## src/hw/rtl/dtws_pkg.sv

```systemverilog
// Shared constants, types and the quarter-wave sine table for the dual tone synthesizer.
// The table is built at elaboration by integer arithmetic and has no dependencies.
package dtws_pkg;

    localparam int TABLE_SIZE  = 1000;
    localparam int QTR_SPAN    = TABLE_SIZE / 4;
    localparam int QTR_DEPTH   = QTR_SPAN + 1;
    localparam int QTR_IDX_W   = $clog2(QTR_DEPTH);
    localparam int PHASE_INT_W = $clog2(TABLE_SIZE);
    localparam int PHASE_W     = 26;
    localparam int STEP_W      = 26;
    localparam int VOLUME_W    = 12;
    localparam int DAC_W       = 12;
    localparam int CFG_INDEX_W = 2;
    localparam int SINE_W      = 15;

    localparam logic [PHASE_W:0] PHASE_LIMIT   = (PHASE_W + 1)'(TABLE_SIZE * 65536);
    localparam logic [PHASE_W:0] PHASE_LIMIT_2 = (PHASE_W + 1)'(2 * TABLE_SIZE * 65536);

    localparam logic [CFG_INDEX_W-1:0] REG_STEP_A = CFG_INDEX_W'(0);
    localparam logic [CFG_INDEX_W-1:0] REG_STEP_B = CFG_INDEX_W'(1);

    localparam logic [63:0] HALF_PI_Q62 = 64'h6487ED5110B4611A;
    localparam logic [63:0] M32         = 64'h00000000FFFFFFFF;

    // Denominator of the k-th Taylor step of the sine series, (2k)(2k+1).
    localparam logic [63:0] TAYLOR_DIV [1:29] = '{
        64'd6,    64'd20,   64'd42,   64'd72,   64'd110,  64'd156,  64'd210,  64'd272,
        64'd342,  64'd420,  64'd506,  64'd600,  64'd702,  64'd812,  64'd930,  64'd1056,
        64'd1190, 64'd1332, 64'd1482, 64'd1640, 64'd1806, 64'd1980, 64'd2162, 64'd2352,
        64'd2550, 64'd2756, 64'd2970, 64'd3192, 64'd3422
    };

    typedef logic [SINE_W-1:0] qtr_table_t [QTR_DEPTH];

    // Upper bits of a full 128-bit product, i.e. (a * b) >> 62.
    function automatic logic [63:0] mul_q62(input logic [63:0] a, input logic [63:0] b);
        logic [127:0] prod;
        prod = {64'd0, a} * {64'd0, b};
        return prod[125:62];
    endfunction

    // floor(32767 * sin((pi/2) * num / TABLE_SIZE)) by a Taylor series in Q2.62.
    function automatic logic [SINE_W-1:0] quarter_sine(input logic [63:0] num);
        logic [63:0] t1;
        logic [63:0] q1;
        logic [63:0] t2;
        logic [63:0] x;
        logic [63:0] x2;
        logic [63:0] term;
        logic [63:0] acc;
        logic [63:0] mag;
        if (num == 64'd0) begin
            return '0;
        end
        if (num >= 64'(TABLE_SIZE)) begin
            return SINE_W'(32767);
        end
        t1   = (HALF_PI_Q62 >> 32) * num;
        q1   = t1 / 64'(TABLE_SIZE);
        t2   = ((t1 % 64'(TABLE_SIZE)) << 32) + (HALF_PI_Q62 & M32) * num;
        x    = (q1 << 32) + t2 / 64'(TABLE_SIZE);
        x2   = mul_q62(x, x);
        term = x;
        acc  = x;
        for (int k = 1; k < 30; k++) begin
            term = mul_q62(term, x2) / TAYLOR_DIV[k];
            if ((k % 2) == 1) begin
                acc = acc - term;
            end else begin
                acc = acc + term;
            end
        end
        mag = mul_q62(acc, 64'd32767);
        if (mag > 64'd32767) begin
            mag = 64'd32767;
        end
        return mag[SINE_W-1:0];
    endfunction

    // Entry k holds the sine magnitude at table index k of the first quadrant.
    function automatic qtr_table_t build_qtr_table();
        qtr_table_t tab;
        for (int k = 0; k < QTR_DEPTH; k++) begin
            tab[k] = quarter_sine(64'(4 * k));
        end
        return tab;
    endfunction

    localparam qtr_table_t QTR_SINE = build_qtr_table();

endpackage

```

## src/hw/rtl/dual_tone_wavetable_synth.sv

```systemverilog
// Top level of the two-channel wavetable tone generator.
// Depends on dtws_pkg for widths, register codes and the sine table.

// Each accepted request on the s_ channel is one sample tick: both phase
// accumulators advance by their programmed steps (16 fraction bits, wrapping
// at 1000 table entries), the two sine words are looked up, summed, scaled
// by s_volume_level and offset to a 12-bit DAC code on m_dac_code with
// mid-scale at 2048. The block takes one request every clock cycle while
// the output is not stalled. A request's indexes, signs and volume are
// registered in the lookup stage and its result in the output register
// on m_dac_code; the phase accumulator update completes in the accept
// cycle, while lookup and scaling run in a second registered stage. The
// output register holds a result until it is taken, and a request may be
// accepted while a result waits, as long as the internal stage is free.
// Program step_a (index 0) and step_b (index 1) through the cfg_ port only
// while no request is in flight; writing a zero step also returns that
// channel's phase to zero, while a nonzero write keeps the phase.
module dual_tone_wavetable_synth
    import dtws_pkg::*;
(
    input  logic                   aclk,
    input  logic                   aresetn,
    input  logic                   cfg_wr_en,
    input  logic [CFG_INDEX_W-1:0] cfg_index,
    input  logic [STEP_W-1:0]      cfg_wdata,
    input  logic                   s_valid,
    output logic                   s_ready,
    input  logic [VOLUME_W-1:0]    s_volume_level,
    output logic                   m_valid,
    input  logic                   m_ready,
    output logic [DAC_W-1:0]       m_dac_code
);

    // Programmed steps and phase accumulators.
    logic [STEP_W-1:0]  step_a_reg;
    logic [STEP_W-1:0]  step_b_reg;
    logic [PHASE_W-1:0] phase_a_reg;
    logic [PHASE_W-1:0] phase_b_reg;
    logic [PHASE_W-1:0] phase_a_next;
    logic [PHASE_W-1:0] phase_b_next;

    // Lookup stage: quarter-table index and sign of each tone plus the volume.
    logic                  s1_valid_reg;
    logic [QTR_IDX_W-1:0]  qidx_a_reg;
    logic [QTR_IDX_W-1:0]  qidx_b_reg;
    logic                  neg_a_reg;
    logic                  neg_b_reg;
    logic [VOLUME_W-1:0]   volume_reg;
    logic [QTR_IDX_W-1:0]  qidx_a_next;
    logic [QTR_IDX_W-1:0]  qidx_b_next;
    logic                  neg_a_next;
    logic                  neg_b_next;

    // Result register.
    logic              m_valid_reg;
    logic [DAC_W-1:0]  dac_reg;
    logic [DAC_W-1:0]  dac_next;

    logic in_fire;
    logic out_load;

    // One wrap suffices for steps below the limit, but a step may exceed it,
    // so the sum is reduced by either one or two table lengths.
    function automatic logic [PHASE_W-1:0] advance(input logic [PHASE_W-1:0] phase,
                                                   input logic [STEP_W-1:0]  step);
        logic [PHASE_W:0] total;
        total = {1'b0, phase} + {1'b0, step};
        if (total >= PHASE_LIMIT_2) begin
            total = total - PHASE_LIMIT_2;
        end else if (total >= PHASE_LIMIT) begin
            total = total - PHASE_LIMIT;
        end
        return total[PHASE_W-1:0];
    endfunction

    // Folds a full-table index into the first quadrant. The second quadrant
    // mirrors the first, and the second half of the cycle is negated.
    function automatic logic [QTR_IDX_W:0] fold_index(input logic [PHASE_INT_W-1:0] idx);
        logic [PHASE_INT_W:0] wide;
        logic [PHASE_INT_W:0] k;
        logic                 neg;
        wide = {1'b0, idx};
        if (wide < (PHASE_INT_W + 1)'(QTR_SPAN)) begin
            k   = wide;
            neg = 1'b0;
        end else if (wide < (PHASE_INT_W + 1)'(2 * QTR_SPAN)) begin
            k   = (PHASE_INT_W + 1)'(2 * QTR_SPAN) - wide;
            neg = 1'b0;
        end else if (wide < (PHASE_INT_W + 1)'(3 * QTR_SPAN)) begin
            k   = wide - (PHASE_INT_W + 1)'(2 * QTR_SPAN);
            neg = 1'b1;
        end else begin
            k   = (PHASE_INT_W + 1)'(4 * QTR_SPAN) - wide;
            neg = 1'b1;
        end
        return {neg, k[QTR_IDX_W-1:0]};
    endfunction

    // The lookup stage moves on whenever the result register is free or
    // being emptied, and takes a new request whenever it moves on or is empty.
    assign out_load = s1_valid_reg && (!m_valid_reg || m_ready);
    assign s_ready  = !s1_valid_reg || out_load;
    assign in_fire  = s_valid && s_ready;

    always_comb begin
        phase_a_next = advance(phase_a_reg, step_a_reg);
        phase_b_next = advance(phase_b_reg, step_b_reg);
        {neg_a_next, qidx_a_next} = fold_index(phase_a_next[PHASE_W-1 -: PHASE_INT_W]);
        {neg_b_next, qidx_b_next} = fold_index(phase_b_next[PHASE_W-1 -: PHASE_INT_W]);
    end

    // Lookup, sum, volume scaling and the floor shift toward the DAC code.
    always_comb begin
        logic signed [SINE_W+1:0]               sine_a;
        logic signed [SINE_W+1:0]               sine_b;
        logic signed [SINE_W+1:0]               sine_sum;
        logic signed [SINE_W+VOLUME_W+2:0]      prod;
        logic signed [SINE_W+VOLUME_W+2:0]      shifted;
        sine_a   = $signed({2'b00, QTR_SINE[qidx_a_reg]});
        sine_b   = $signed({2'b00, QTR_SINE[qidx_b_reg]});
        if (neg_a_reg) begin
            sine_a = -sine_a;
        end
        if (neg_b_reg) begin
            sine_b = -sine_b;
        end
        sine_sum = sine_a + sine_b;
        prod     = (SINE_W + VOLUME_W + 3)'(sine_sum) * $signed({5'd0, volume_reg});
        shifted  = prod >>> 17;
        dac_next = shifted[DAC_W-1:0] + DAC_W'(2048);
    end

    always_ff @(posedge aclk) begin
        if (!aresetn) begin
            step_a_reg   <= '0;
            step_b_reg   <= '0;
            phase_a_reg  <= '0;
            phase_b_reg  <= '0;
            s1_valid_reg <= 1'b0;
            m_valid_reg  <= 1'b0;
        end else begin
            if (in_fire) begin
                phase_a_reg <= phase_a_next;
                phase_b_reg <= phase_b_next;
            end
            if (cfg_wr_en) begin
                case (cfg_index)
                    REG_STEP_A: begin
                        step_a_reg <= cfg_wdata;
                        if (cfg_wdata == '0) begin
                            phase_a_reg <= '0;
                        end
                    end
                    REG_STEP_B: begin
                        step_b_reg <= cfg_wdata;
                        if (cfg_wdata == '0) begin
                            phase_b_reg <= '0;
                        end
                    end
                    default: begin
                    end
                endcase
            end
            if (in_fire) begin
                s1_valid_reg <= 1'b1;
            end else if (out_load) begin
                s1_valid_reg <= 1'b0;
            end
            if (out_load) begin
                m_valid_reg <= 1'b1;
            end else if (m_ready) begin
                m_valid_reg <= 1'b0;
            end
        end
    end

    always_ff @(posedge aclk) begin
        if (in_fire) begin
            qidx_a_reg <= qidx_a_next;
            qidx_b_reg <= qidx_b_next;
            neg_a_reg  <= neg_a_next;
            neg_b_reg  <= neg_b_next;
            volume_reg <= s_volume_level;
        end
        if (out_load) begin
            dac_reg <= dac_next;
        end
    end

    assign m_valid    = m_valid_reg;
    assign m_dac_code = dac_reg;

endmodule

```

## config.mk

```make
export PLATFORM = sky130hd
export DESIGN_NAME = dual_tone_wavetable_synth
export DESIGN_NICKNAME = d
export VERILOG_FILES = /design/src/hw/rtl/dtws_pkg.sv /design/src/hw/rtl/dual_tone_wavetable_synth.sv
export SDC_FILE = /design/constraint.sdc
export NUM_CORES = 1
export LEC_CHECK = 0
export ABC_AREA = 1
export BUFFER_PORTS_ARGS = -buffer_cell sky130_fd_sc_hd__buf_2
export CAP_MARGIN = 20
export CORE_MARGIN = 4
export CORE_UTILIZATION = 56
export CTS_CLUSTER_SIZE = 12
export DETAILED_ROUTE_END_ITERATION = 8
export PLACE_DENSITY = 0.81
export SLEW_MARGIN = 15
export SYNTH_ARGS = -nofsm -noshare
export SYNTH_HDL_FRONTEND = slang
export SYNTH_SLANG_ARGS = --single-unit
```

## constraint.sdc

```tcl
create_clock -name aclk -period 12.1 [get_ports aclk]
set_input_delay 3.63 -clock aclk [delete_from_list [all_inputs] [get_ports aclk]]
set_output_delay 3.63 -clock aclk [all_outputs]
set_load 0.1 [all_outputs]
```

==> flow_summary.ini <==
[clock_tree]
clockBufferDepth = 2
htreeDepth = 4
root_buffer = clkbuf_16
clock_latency_ns = 0.48
path_clk_slew_ns = 0.07
cts_tree = built
holdBufCountCts = 0
cts_buffers = 17
cts_setup_buffers = 0
cts_sinks = 148

[setup_path]
endpoint_kind = register
crit_path_max_incr_delay_ns = 0.62
start_kind = register
crit_arrival_ns = 11.48
crit_fanout = 13
cpMaxStageDelayCell = edfxtp_1
critPathKind = register to register
r2r_slack_ns = 0.83
required_ns = 12.31
crit_top_cell = nand2_1

[timing]
setup_violations = 0
fin_setup_tns_ns = 0
worst_slew_pin_slew_ns = 1.18
fmax_mhz = 88.7
drv_slew = 0
hold_viol = 0
slew_headroom_pct = 21.2
min_period_ns = 11.27
fin_crit_sh_pct = 93.1
rsz0062_at_grt = no
holdWs_ns = 0.468
clock_skew_ns = 0.0198

[global_routing]
antenna_found_initial = 1
grt_pass1_vias = 28100
grt.total_usage_pct = 38.3
grt_pass1_wl_mm = 155
grt_remaining_overflow = 0
grt_max_degree = 65

[die]
die-width_um = 227
ios = 59
row_count = 79
coreArea_um2 = 47000
die_h_um = 227
die-area_um2 = 51400
start_util_pct = 57.1

[final_layout]
final_nets = 4653
area_growth_pct = 5.50
antennaDiodeCount = 0
final_cell_area_um2 = 28300
drive_gt1_share_pct = 7.59

[detailed_routing]
viasPerCell = 6.01
drt_iter0_drc = 3570
detail-route-antenna-nets = 0
wire_per_inst_um = 20.4
first_pass_iters = 7
routed_wl_mm = 98.8
drc = 0
num_vias = 29100

[yosys]
synth_edf_count = 42
ys_ff_latch = 148
syn-instance-count = 4218
synth.area.top_cells = nand2_1 15%, fa_1 14%, inv_1 10%
synth_top_area_share_pct = 14.9
postSynth.asyncResetShare_pct = 0
synth_area_per_cell_um2 = 6.35
synth_common_cells = 1067 x nand2_1, 721 x inv_1, 405 x nor2_1, 252 x o21ai_0, 251 x a21oi_1
ys.flop_type = dfxtp_1
synth_top_cell_by_area = nand2_1
yosysWarnings = 0
yosysMostFrequentCell = nand2_1
yosysUniqueCellTypes = 76
synth_area_um2 = 26800
yosysSeqAreaShare_pct = 12.6
syn_nets = 4655

[run_status]
status = finished, final reports clean

[placed_design]
portBuffers = 58
dp_hpwl_mm = 77.1
gp_congestion = 1.11
place_area_um2 = 27700

[min_path]
hp-class = register to register

[run]
drv_cap = 0
[layout make-up]
cell class / instances / area [um^2]
multi-input combinational: 3178 / 20000
tap: 607 / 759
clock inverter: 11 / 116
timing repair buffer: 114 / 723
clock buffer: 20 / 458
inverter: 757 / 2850
sequential: 148 / 3380
fill: 4436 / 18700
[critical path: cells and delay by family, from the launching register on]
kind                     cells  cell delay [ns]
AND/OR/NAND/NOR             18             2.15
flip-flops                   1             0.62
buffers and inverters       10             1.24
XOR/XNOR                     1             0.16
AO/OA/AOI/OAI               17             3.04
adder cells (fa/ha/maj)      9             3.81
[cells in the final DEF (no fill, tap or decap), types with 23 or more instances in the layout]
cell type / count
or2_2: 23
buf_2: 58
dfxtp_1: 106
xor2_1: 56
buf_4: 55
o21ai_0: 251
nor2_1: 404
o211ai_1: 63
nor3_1: 24
inv_1: 721
ha_1: 205
a31oi_1: 29
fa_1: 187
inv_2: 24
edfxtp_1: 42
nand4_1: 46
xnor2_1: 23
a21oi_1: 250
nand3_1: 245
nand2_1: 1067
nand2_2: 43
[final timing paths]
check,to,cells after the start,startpoint
worst max-delay path,m_dac_code[8],55,qidx_b_reg[0]
worst min-delay path,phase_b_reg[4],2,phase_b_reg[4]
worst max register to register,m_dac_code[8],55,qidx_b_reg[0]
worst min register to register,phase_b_reg[4],2,phase_b_reg[4]
[repair_timing]
item                                    in CTS  in global routing
endpoints found under the setup margin       0                  3
resized for setup                            0                  2
endpoints found under the hold margin        0                  0
[cell families after synthesis]
kind of cell / count (synthesis) / share of synthesized area [%]
AND/OR/NAND/NOR: 1949 / 31.6
AO/OA/AOI/OAI: 756 / 16.7
flip-flops: 148 / 12.6
XOR/XNOR: 81 / 2.68
adder cells (fa/ha/maj): 392 / 23.5
buffers and inverters: 892 / 12.9
[per-stage QoR]
step | instances | setup slack, ns | util [%]
2_1_floorplan | 4218 | 2.50 | -
3_3_place_gp | 4804 | 1.28 | 59.0
3_5_place_dp | 4804 | 0.912 | 59.0
4_1_cts | 4835 | 0.884 | 60.2
5_1_grt | 4835 | 0.00278 | 60.2
6_report | 4835 | 0.829 | 60.2
[layer usage]
| layer | global-route usage [%] | part of all wire [%] | up-vias |
|---|---|---|---|
| li1 | - | - | 13500 |
| met1 | 49.0 | 39 | 13400 |
| met2 | 62.2 | 45 | 1733 |
| met3 | 6.64 | 9.6 | 410 |
| met4 | 19.9 | 6.1 | 0 |
| met5 | 0 | 0 | - |
Power is not shown: default switching activity piles up to over one toggle a cycle in this logic, so the estimate is an artifact.
